<file path="config.mk">
export PLATFORM = sky130hd
export DESIGN_NAME = key_matrix_debounce_scanner
export DESIGN_NICKNAME = d
export VERILOG_FILES = /design/src/rtl/kmds_pkg.sv /design/src/rtl/kmds_matrix.sv /design/src/rtl/key_matrix_debounce_scanner.sv
export SDC_FILE = /design/constraint.sdc
export NUM_CORES = 1
export LEC_CHECK = 0
export BUFFER_PORTS_ARGS = -buffer_cell sky130_fd_sc_hd__buf_2
export CAP_MARGIN = 20
export CORE_AREA = 2 2 281 311
export CTS_BUF_LIST = sky130_fd_sc_hd__clkbuf_4 sky130_fd_sc_hd__clkbuf_8 sky130_fd_sc_hd__clkbuf_16
export DETAILED_ROUTE_END_ITERATION = 10
export DIE_AREA = 0 0 283 313
export PLACE_DENSITY = 0.42
export SYNTH_ARGS = -nofsm -noshare
export SYNTH_HDL_FRONTEND = slang
export SYNTH_HIERARCHICAL = 1
export SYNTH_SLANG_ARGS = --single-unit
</file>
<file path="constraint.sdc">
create_clock -name clock -period 14.7 [get_ports clock]
set_clock_uncertainty 0.05 [all_clocks]
set_input_delay 1.47 -clock clock [delete_from_list [all_inputs] [get_ports clock]]
set_output_delay 1.47 -clock clock [all_outputs]
set_load 0.05 [all_outputs]
</file>
<file path="src/rtl/kmds_pkg.sv">
`timescale 1ns / 1ps

package kmds_pkg;

   localparam int ROW_COUNT_DEFAULT = 16;
   localparam int COL_COUNT_DEFAULT = 8;

   localparam int ROW_BITS_W = 16;
   localparam int COLUMN_W   = 3;
   localparam int QUERY_W    = 4;
   localparam int KEYS_W     = 8;
   localparam int COUNT_W    = 8;
   localparam int DEBOUNCE_W = 8;

   localparam logic [DEBOUNCE_W-1:0] DEBOUNCE_RESET = 8'd10;

   localparam logic REQ_SAMPLE   = 1'b0;
   localparam logic REQ_END_PASS = 1'b1;

   typedef struct packed {
      logic                  req_type;
      logic [COLUMN_W-1:0]   column;
      logic [ROW_BITS_W-1:0] row_bits;
      logic [QUERY_W-1:0]    query_row;
   } item_type;

   typedef struct packed {
      logic               settled;
      logic [KEYS_W-1:0]  row_keys;
      logic               row_ghost;
      logic [COUNT_W-1:0] key_count;
   } result_type;

endpackage

</file>
<file path="src/rtl/kmds_matrix.sv">
`timescale 1ns / 1ps

module kmds_matrix #(
   parameter int ROW_COUNT = kmds_pkg::ROW_COUNT_DEFAULT,
   parameter int COL_COUNT = kmds_pkg::COL_COUNT_DEFAULT
) (
   input  logic                                clock,
   input  logic                                reset,
   input  logic                                fire,
   input  kmds_pkg::item_type                  item,
   input  logic [kmds_pkg::DEBOUNCE_W-1:0]     debounce,
   output kmds_pkg::result_type                result
);

   localparam int RowWide = (ROW_COUNT > kmds_pkg::ROW_BITS_W) ? ROW_COUNT
                                                              : kmds_pkg::ROW_BITS_W;
   localparam int KeyWide = (COL_COUNT > kmds_pkg::KEYS_W) ? COL_COUNT : kmds_pkg::KEYS_W;
   localparam int CountW  = $clog2(ROW_COUNT * COL_COUNT + 1);
   localparam int CntWide = (CountW > kmds_pkg::COUNT_W) ? CountW : kmds_pkg::COUNT_W;

   logic [COL_COUNT-1:0]            raw_ff [ROW_COUNT];
   logic [COL_COUNT-1:0]            raw_in [ROW_COUNT];
   logic [COL_COUNT-1:0]            stable_ff [ROW_COUNT];
   logic [COL_COUNT-1:0]            stable_in [ROW_COUNT];
   logic [kmds_pkg::DEBOUNCE_W-1:0] quiet_ff, quiet_in;
   logic [CountW-1:0]               raw_count_ff, raw_count_in;
   logic [CountW-1:0]               stable_count_ff, stable_count_in;

   logic [COL_COUNT-1:0]            col_sel;
   logic [RowWide-1:0]              row_ext;
   logic [ROW_COUNT-1:0]            row_old, row_new;
   logic                            is_sample, changed, copy;
   logic [kmds_pkg::DEBOUNCE_W-1:0] reload;

   logic [ROW_COUNT-1:0]            col_rows [COL_COUNT];
   logic [COL_COUNT-1:0]            multi;
   logic [COL_COUNT-1:0]            sel_row;
   logic [KeyWide-1:0]              sel_ext;
   logic [CntWide-1:0]              count_ext;

   // state update
   always_comb begin
      for (int c = 0; c < COL_COUNT; c++) begin
         col_sel[c] = (32'(item.column) == 32'(c));
      end
      row_ext   = RowWide'(item.row_bits);
      is_sample = (item.req_type == kmds_pkg::REQ_SAMPLE);
      for (int r = 0; r < ROW_COUNT; r++) begin
         row_old[r] = |(raw_ff[r] & col_sel);
      end
      row_new = (|col_sel) ? row_ext[ROW_COUNT-1:0] : '0;
      changed = is_sample && (row_old != row_new);

      for (int r = 0; r < ROW_COUNT; r++) begin
         raw_in[r] = is_sample ? ((raw_ff[r] & ~col_sel) | (row_new[r] ? col_sel : '0))
                               : raw_ff[r];
      end
      raw_count_in = is_sample ? (raw_count_ff - CountW'($countones(row_old))
                                  + CountW'($countones(row_new)))
                               : raw_count_ff;

      reload   = (debounce == '0) ? kmds_pkg::DEBOUNCE_W'(1) : debounce;
      quiet_in = quiet_ff;
      copy     = 1'b0;
      if (changed) begin
         quiet_in = reload;
      end else if (!is_sample && quiet_ff != '0) begin
         quiet_in = quiet_ff - kmds_pkg::DEBOUNCE_W'(1);
         copy     = (quiet_ff == kmds_pkg::DEBOUNCE_W'(1));
      end

      for (int r = 0; r < ROW_COUNT; r++) begin
         stable_in[r] = copy ? raw_ff[r] : stable_ff[r];
      end
      stable_count_in = copy ? raw_count_ff : stable_count_ff;
   end

   // result from the updated stable matrix
   always_comb begin
      for (int c = 0; c < COL_COUNT; c++) begin
         for (int r = 0; r < ROW_COUNT; r++) begin
            col_rows[c][r] = stable_in[r][c];
         end
         multi[c] = |(col_rows[c] & (col_rows[c] - ROW_COUNT'(1)));
      end
      sel_row = '0;
      for (int r = 0; r < ROW_COUNT; r++) begin
         if (32'(item.query_row) == 32'(r)) begin
            sel_row = stable_in[r];
         end
      end
      sel_ext   = KeyWide'(sel_row);
      count_ext = CntWide'(stable_count_in);

      result.settled   = (quiet_in == '0);
      result.row_keys  = sel_ext[kmds_pkg::KEYS_W-1:0];
      result.row_ghost = (|(sel_row & (sel_row - COL_COUNT'(1)))) && (|(sel_row & multi));
      result.key_count = (count_ext > CntWide'(255)) ? '1 : count_ext[kmds_pkg::COUNT_W-1:0];
   end

   always_ff @(posedge clock) begin
      if (reset) begin
         for (int r = 0; r < ROW_COUNT; r++) begin
            raw_ff[r]    <= '0;
            stable_ff[r] <= '0;
         end
         quiet_ff        <= kmds_pkg::DEBOUNCE_RESET;
         raw_count_ff    <= '0;
         stable_count_ff <= '0;
      end else if (fire) begin
         for (int r = 0; r < ROW_COUNT; r++) begin
            raw_ff[r]    <= raw_in[r];
            stable_ff[r] <= stable_in[r];
         end
         quiet_ff        <= quiet_in;
         raw_count_ff    <= raw_count_in;
         stable_count_ff <= stable_count_in;
      end
   end

endmodule

</file>
<file path="src/rtl/key_matrix_debounce_scanner.sv">
`timescale 1ns / 1ps
// channel   direction  handshake              payload
// req_      in         req_valid / req_stall  req_type, column, row_bits, query_row
// rsp_      out        rsp_valid / rsp_stall  settled, row_keys, row_ghost, key_count
// csr_      in         csr_wr_en              csr_wr_data (debounce scans)
//
// one transaction per clock unless rsp_stall holds a result; a result becomes valid
// once its request has passed the input register, then the result register
// synchronous active-high reset clears both matrices, loads the quiet counter
// and the debounce register with 10
// req_stall rises only while a result is held by rsp_stall and the input
// register is full

module key_matrix_debounce_scanner #(
   parameter int ROW_COUNT = kmds_pkg::ROW_COUNT_DEFAULT,
   parameter int COL_COUNT = kmds_pkg::COL_COUNT_DEFAULT
) (
   input  logic                                clock,
   input  logic                                reset,

   input  logic                                req_valid,
   output logic                                req_stall,
   input  logic                                req_type,
   input  logic [kmds_pkg::COLUMN_W-1:0]       req_column,
   input  logic [kmds_pkg::ROW_BITS_W-1:0]     req_row_bits,
   input  logic [kmds_pkg::QUERY_W-1:0]        req_query_row,

   input  logic                                csr_wr_en,
   input  logic [kmds_pkg::DEBOUNCE_W-1:0]     csr_wr_data,

   output logic                                rsp_valid,
   input  logic                                rsp_stall,
   output logic                                rsp_settled,
   output logic [kmds_pkg::KEYS_W-1:0]         rsp_row_keys,
   output logic                                rsp_row_ghost,
   output logic [kmds_pkg::COUNT_W-1:0]        rsp_key_count
);

   logic                            s1_valid_ff, s1_valid_in;
   kmds_pkg::item_type              s1_item_ff;
   logic                            rsp_valid_ff, rsp_valid_in;
   kmds_pkg::result_type            rsp_result_ff;
   kmds_pkg::result_type            result;
   logic [kmds_pkg::DEBOUNCE_W-1:0] debounce_ff;
   logic                            out_hold, advance, fire, req_accept;

   assign out_hold   = rsp_valid_ff && rsp_stall;
   assign advance    = !out_hold;
   assign fire       = s1_valid_ff && advance;
   assign req_stall  = s1_valid_ff && out_hold;
   assign req_accept = req_valid && !req_stall;

   always_comb begin
      s1_valid_in  = req_stall ? s1_valid_ff : req_valid;
      rsp_valid_in = advance ? s1_valid_ff : rsp_valid_ff;
   end

   kmds_matrix #(
      .ROW_COUNT (ROW_COUNT),
      .COL_COUNT (COL_COUNT)
   ) u_matrix (
      .clock    (clock),
      .reset    (reset),
      .fire     (fire),
      .item     (s1_item_ff),
      .debounce (debounce_ff),
      .result   (result)
   );

   always_ff @(posedge clock) begin
      if (reset) begin
         s1_valid_ff  <= 1'b0;
         rsp_valid_ff <= 1'b0;
         debounce_ff  <= kmds_pkg::DEBOUNCE_RESET;
      end else begin
         s1_valid_ff  <= s1_valid_in;
         rsp_valid_ff <= rsp_valid_in;
         if (csr_wr_en) begin
            debounce_ff <= csr_wr_data;
         end
      end
   end

   always_ff @(posedge clock) begin
      if (req_accept) begin
         s1_item_ff.req_type  <= req_type;
         s1_item_ff.column    <= req_column;
         s1_item_ff.row_bits  <= req_row_bits;
         s1_item_ff.query_row <= req_query_row;
      end
      if (fire) begin
         rsp_result_ff <= result;
      end
   end

   assign rsp_valid     = rsp_valid_ff;
   assign rsp_settled   = rsp_result_ff.settled;
   assign rsp_row_keys  = rsp_result_ff.row_keys;
   assign rsp_row_ghost = rsp_result_ff.row_ghost;
   assign rsp_key_count = rsp_result_ff.key_count;

endmodule

</file>
Yosys cells after proc, flatten, opt, wreduce, memory -nomap -nowiden
Memory sizes are Yosys's and may differ from the RTL's.
Index checks and enable logic that the tools add are counted.

storage, ports and cells
  word-level logic and storage cells = 325
  bits of input ports = 37
  output and inout bits = 20
  flip-flop bits (word level) = 76
  memories kept = 2
  memory bits (writable) = 256

memory list
  memory              depth  width  read ports  clocked after Yosys merged registers in  wr ports  line               source
  u_matrix.raw_ff     16     8      16          0                                        16        kmds_matrix.sv:21  logic [COL_COUNT-1:0] raw_ff [ROW_COUNT];
  u_matrix.stable_ff  16     8      16          0                                        16        kmds_matrix.sv:23  logic [COL_COUNT-1:0] stable_ff [ROW_COUNT];

cells by class
  reductions and logical operators = 42
  bitwise logic cells = 92
  add/subtract/negate cells = 42
  equal/unequal tests = 24
  multiplexer cells = 108
  order comparisons = 1

operators by type and width
  operator               count
  $mux 8                 100
  $and 8x8->8            34
  $reduce_or 8->1        19
  $and 16x16->16         8
  $or 8x8->8             16
  $reduce_or 16->1       8
  $sub 16x1->16 const B  8
  $add 8x8->8            15
  $add 1x1->2            16
  $eq 4x4->1 const B     8
  $or 1x1->1             32
  $eq 4x3->1 const B     4
  $logic_not 8->1        2
  $mux 16                1
  $ne 16x16->1           1
  $sub 8x1->8 const B    2
  $eq 3x3->1 const B     4
  $eq 4x2->1 const B     2
  $eq 8x1->1 const B     1
  $gt 8x8->1 const B     1
  $not 8->8              1
  $reduce_bool 8->1      1
  $sub 8x8->8            1
  $logic_and 1x1->1      7
  9 further kinds        17

Depth between registers and ports, before layout
  depth after elaboration = 27
  gate-level depth with buffers = 27
  mapped depth without buffers = 24

Cells and area by module
Netlist, hierarchy kept.

by module, submodules not included
  module                       area an instance (sq um)  cells each  times used  seq. area each (sq um)
  kmds_matrix                  19512.5                   2107        1           8167.8
  key_matrix_debounce_scanner  1632.8                    78          1           1461.4

Least setup slack after synthesis
OpenSTA, ideal clock, no wires.

  kind = input to register
  from = input port rsp_stall
  to = memory u_matrix/stable_ff[0][0] (netlist name) (enable)
  library setup time = 0.481 ns
  required time = 14.169 ns
  arrival = 5.934 ns
  stages on the path = 4
  slack = 8.235 ns
  path buffers = 1
  cells stage by stage = a21boi_0 clkbuf_1 nor2_1 inv_1

RTL lines
  what         line                               source
  from (decl)  key_matrix_debounce_scanner.sv:32  input logic rsp_stall,
  to (decl)    kmds_matrix.sv:23

Worst setup path in the final report
  from = register s1_item_ff[20] (netlist name)
  to = register u_matrix.raw_count_ff[7]

on the way
  cells in the longest elaborated chain, start to end = 9
  elaborated cells on any way between the ends = 74
  those cells by class = add/sub: 32; eq/ne: 7; mux: 1; bitwise: 16; reduce/logical: 18

RTL lines
  what                                            line                               source
  from (decl)                                     key_matrix_debounce_scanner.sv:40  kmds_pkg::item_type s1_item_ff;
  $eq 3x1->1 (tied with other cells)              kmds_matrix.sv:44                  col_sel[c] = (32'(item.column) == 32'(c));
  $and 8x8->8                                     kmds_matrix.sv:49                  row_old[r] = |(raw_ff[r] & col_sel);
  $reduce_or 8->1                                 kmds_matrix.sv:49
  $add 1x1->2 (not written as such)               kmds_matrix.sv:58                  raw_count_in = is_sample ? (raw_count_ff - CountW'($countones(row_old))
  $add 8x8->8 (not written as such) (3 in a row)  kmds_matrix.sv:58
  $sub 8x8->8                                     kmds_matrix.sv:58
  $add 8x8->8 *                                   kmds_matrix.sv:59                  + CountW'($countones(row_new)))
  to (signal assigned)                            kmds_matrix.sv:116                 raw_count_ff <= raw_count_in;
  to (decl)                                       kmds_matrix.sv:26                  logic [CountW-1:0] raw_count_ff, raw_count_in;

Mark *: on every way between the ends. The rest lies on a longest branch, timed or not.
A chain may end at the register's enable or synchronous reset.

==> flow_summary_export.csv <==
group,metric,value,unit
status,status,"complete, no violations",
worst_setup_path,worstReg2RegEnd,"u_matrix/raw_count_ff[7]$_SDFFE_PP0P_",
worst_setup_path,end_kind,"flop",
yosys,synth_edf_count,298,
worst_setup_path,crit_chain,"buf_4 -> mux4_2 -> mux2i_1 -> fa_1 -> inv_1 -> fa_1 -> fa_1 -> inv_1 -> fa_1 -> fa_1 -> fa_1 -> ha_1 -> inv_1 -> fa_1 -> inv_1 -> a21oi_1 -> o21bai_1 -> a21o_1 -> a21oi_1 -> xnor2_1 -> or3_1 -> a21oi_1",
yosys,syn_area,21100,µm²
sta,rsz0062_at_grt,"false",
yosys,synth_xor_area_share,1.12,%
worst_setup_path,r2r_start,"s1_item_ff[20]$_DFFE_PP_",
cells_and_area,regArea,9630,µm²
yosys,synth-adder-area-share,5.43,%
yosys,syn_area_per_cell,9.68,µm²
detailed_routing,drtPass1Iterations,6,
worst_setup_path,crit_type,"reg -> reg",
clock_network,cts_resized,0,
pwr,leakagePower,8.88,nW
detailed_routing,wirelength,84000,µm
sta,hold_viol,0,
worst_hold_path,holdPathStages,2,
yosys,synthArstFlopShare,0,%
cells_and_area,final_cell_mix,"422 x nand2_1, 298 x edfxtp_1, 258 x a21oi_1",
worst_setup_path,crit_start,"s1_item_ff[20]$_DFFE_PP_",
grt,antenna_found_initial,0,
worst_setup_path,slowest_delay,0.67,ns
sta,fmax,0.137,GHz
grt,grtUsageTotal,18.4,%
worst_hold_path,hp-class,"reg -> reg",
yosys,yosysWarnings,6,
sta,slew_headroom,28.4,%
detailed_routing,avgViaCountPerCell,5.33,
pwr,power_density,133,nW/µm²
detailed_routing,drt-wirelength-per-cell,25.1,µm
floorplan,dieHeight,313,µm
clock_network,clk_pin_slew,0.06,ns
cells_and_area,utilization,27.9,%
placed_design,dpl.hpwl,58400,µm
placed_design,dp_slack,6.86,ns
worst_hold_path,hold_start,"u_matrix/raw_count_ff[1]$_SDFFE_PP0P_",
grt,grt_overflow,0,
clock_network,clock_path_buffers,3,
sta,fin_crit,7.32,ns
detailed_routing,ant_nets,0,
sta,drv_slew,0,
placed_design,io_buffers,56,
clock_network,cts_sinks,332,
sta,fin_ws,7.38,ns
grt,grt_pass1_wl,122000,µm
yosys,postSynthCellCount,2185,
worst_setup_path,crit_top_cell,"fa_1",
cells_and_area,nets,2255,
yosys,synth_simple_gate_area_share,17.4,%
clock_network,postCtsSetupRepairBufs,0,
yosys,synth-main-ff-cell,"edfxtp_1",
worst_setup_path,critPathTopFamily,"adder cells",
worst_setup_path,cp_num_buf_inv,5,
grt,grt_pass1_vias,17400,
yosys,yosys_register_bits,332,
worst_setup_path,critPathArrivalTime,7.77,ns
yosys,synth_top_family_by_area,"simple AND/OR/NAND/NOR gates",
yosys,synth_fp_nets,2272,
clock_network,ctsHtreeMaxLevel,2,
floorplan,rows,113,
placed_design,place.gp.congestion,0.924,
sta,setup_viol,0,
worst_setup_path,r2r_cells,22,
floorplan,core,85500,µm²
floorplan,io_pins,57,
clock_network,hold_buffers,0,
cells_and_area,drive_gt1_share,11.8,%
worst_setup_path,cpMaxStageDelayCell,"edfxtp_1",
sta,tightest_slew,1.05,ns
detailed_routing,drc,0,
cells_and_area,multi_input_area,10600,µm²
sta,finalCritPeriodShare,49.8,%
sta,tns,0,ns
worst_setup_path,reg2reg_slack,7.38,ns
cells_and_area,fillers,8984,
worst_hold_path,hold_path_end,"u_matrix/raw_count_ff[1]$_SDFFE_PP0P_",
floorplan,initial_utilization,24.7,%
detailed_routing,num_vias,17900,
cells_and_area,area_growth,12.8,%
yosys,synth_mux_area_share,10.9,%
clock_network,cts_tree,"done",
yosys,synth_cell_types,92,
yosys,seq_area_frac_synth,45.5,%
yosys,synth_compound_area_share,14.7,%
floorplan,die_w,283,µm
floorplan,die_area,88600,µm²
grt,grt_max_degree,92,
worst_setup_path,required,15.15,ns
clock_network,root_buffer,"clkbuf_16",
pwr,irDropWorstVdd,0.190,mV
detailed_routing,drtIter0Drc,1841,
cells_and_area,n_antenna_cell,0,
job,maxCapViolCount,0,
cells_and_area,layout_commonest_cell,"nand2_1",
worst_setup_path,critPathMaxFanout,32,
clock_network,insertion_delay,0.57,ns
clock_network,cts_buffers,41,
worst_setup_path,start_kind,"flop",
## Yosys cell counts, types with 22 or more instances
master	number	area, µm²
nand4_1	22	138
inv_1	77	289
nor2_1	161	604
mux4_2	34	766
nor4_1	28	175
dfxtp_1	34	681
nand3_1	34	170
mux2i_1	119	1190
o31ai_1	36	270
nor3_1	52	260
fa_1	29	581
edfxtp_1	298	8950
clkbuf_1	106	398
nand2_1	422	1580
a21oi_1	258	1290
maj3_1	27	270
o21ai_0	54	270
## stage by stage
step / std cells / hold slack [ns] / total power, mW / instance area [µm²]
after CTS: 3344 / 0.414 / 3.22 / 23800
after global routing: 3346 / 0.443 / 3.39 / 23900
after floorplan: 2185 / 0.382 / 1.92 / 21100
final: 3346 / 0.411 / 3.18 / 23900
after global placement: 3272 / 0.396 / 2.21 / 22500
after detailed placement: 3273 / 0.405 / 2.21 / 22500
## cells by family (layout without fill, tap and decap cells)
kind of cell	count (synthesis)	count (layout)
compound gates	506	506
mux	182	182
buf+inv	234	245
xor+xnor	27	27
fa+ha+maj	80	80
flops	332	332
simple gates	824	824
## how the worst max path moves through the flow
stage | end | cells after the start | slack (ns)
global placement | u_matrix/raw_count_ff[7]$_SDFFE_PP0P_ | 23 | 6.91
CTS | u_matrix/raw_count_ff[7]$_SDFFE_PP0P_ | 23 | 6.83
global route | u_matrix/raw_count_ff[7]$_SDFFE_PP0P_ | 22 | 7.02
floorplan | u_matrix/stable_ff[0][0]$_SDFFCE_PN0P_ | 4 | 8.23
finish | u_matrix/raw_count_ff[7]$_SDFFE_PP0P_ | 22 | 7.38
detailed placement | u_matrix/raw_count_ff[7]$_SDFFE_PP0P_ | 23 | 6.86
## metal layers
metal	wire (µm)	track usage, %	share of wire [%]
met3	5100	2.79	6.1
met5	0	0	0
met2	39500	30.3	47
met4	4090	8.91	4.9
met1	35300	23.7	42
## power by group
group / switching (mW) / internal, mW
clock: 0.427 / 0.575
sequential: 0.0980 / 1.11
combinational: 0.556 / 0.418
## tightest hold or removal path, stage by stage (launching register included)
cell	delay, ns
dfxtp_1	0.31
nand2_1	0.05
a21oi_1	0.05
## flip-flops by register name (all words and copies together) (netlist names)
name and cells:
rsp_row_ghost 1, rsp_settled 1, s1_item_ff 24, u_matrix/raw_ff 128
u_matrix/raw_count_ff 8, debounce_ff 8, rsp_key_count 8, u_matrix/stable_count_ff 8
rsp_row_keys 8, rsp_valid 1, u_matrix/quiet_ff 8, u_matrix/stable_ff 128
s1_valid_ff 1
## cell type report
cell class              instances  area share [%]
well taps                    1150            6.03
repair buffers                 93            2.48
inverters                      81            1.30
clock buffers                  51            4.69
multi-input cells            1619            44.4
flip-flops and latches        332            40.4
clock inverters                20           0.692
Note: power is estimated with default switching activity, not from simulation.
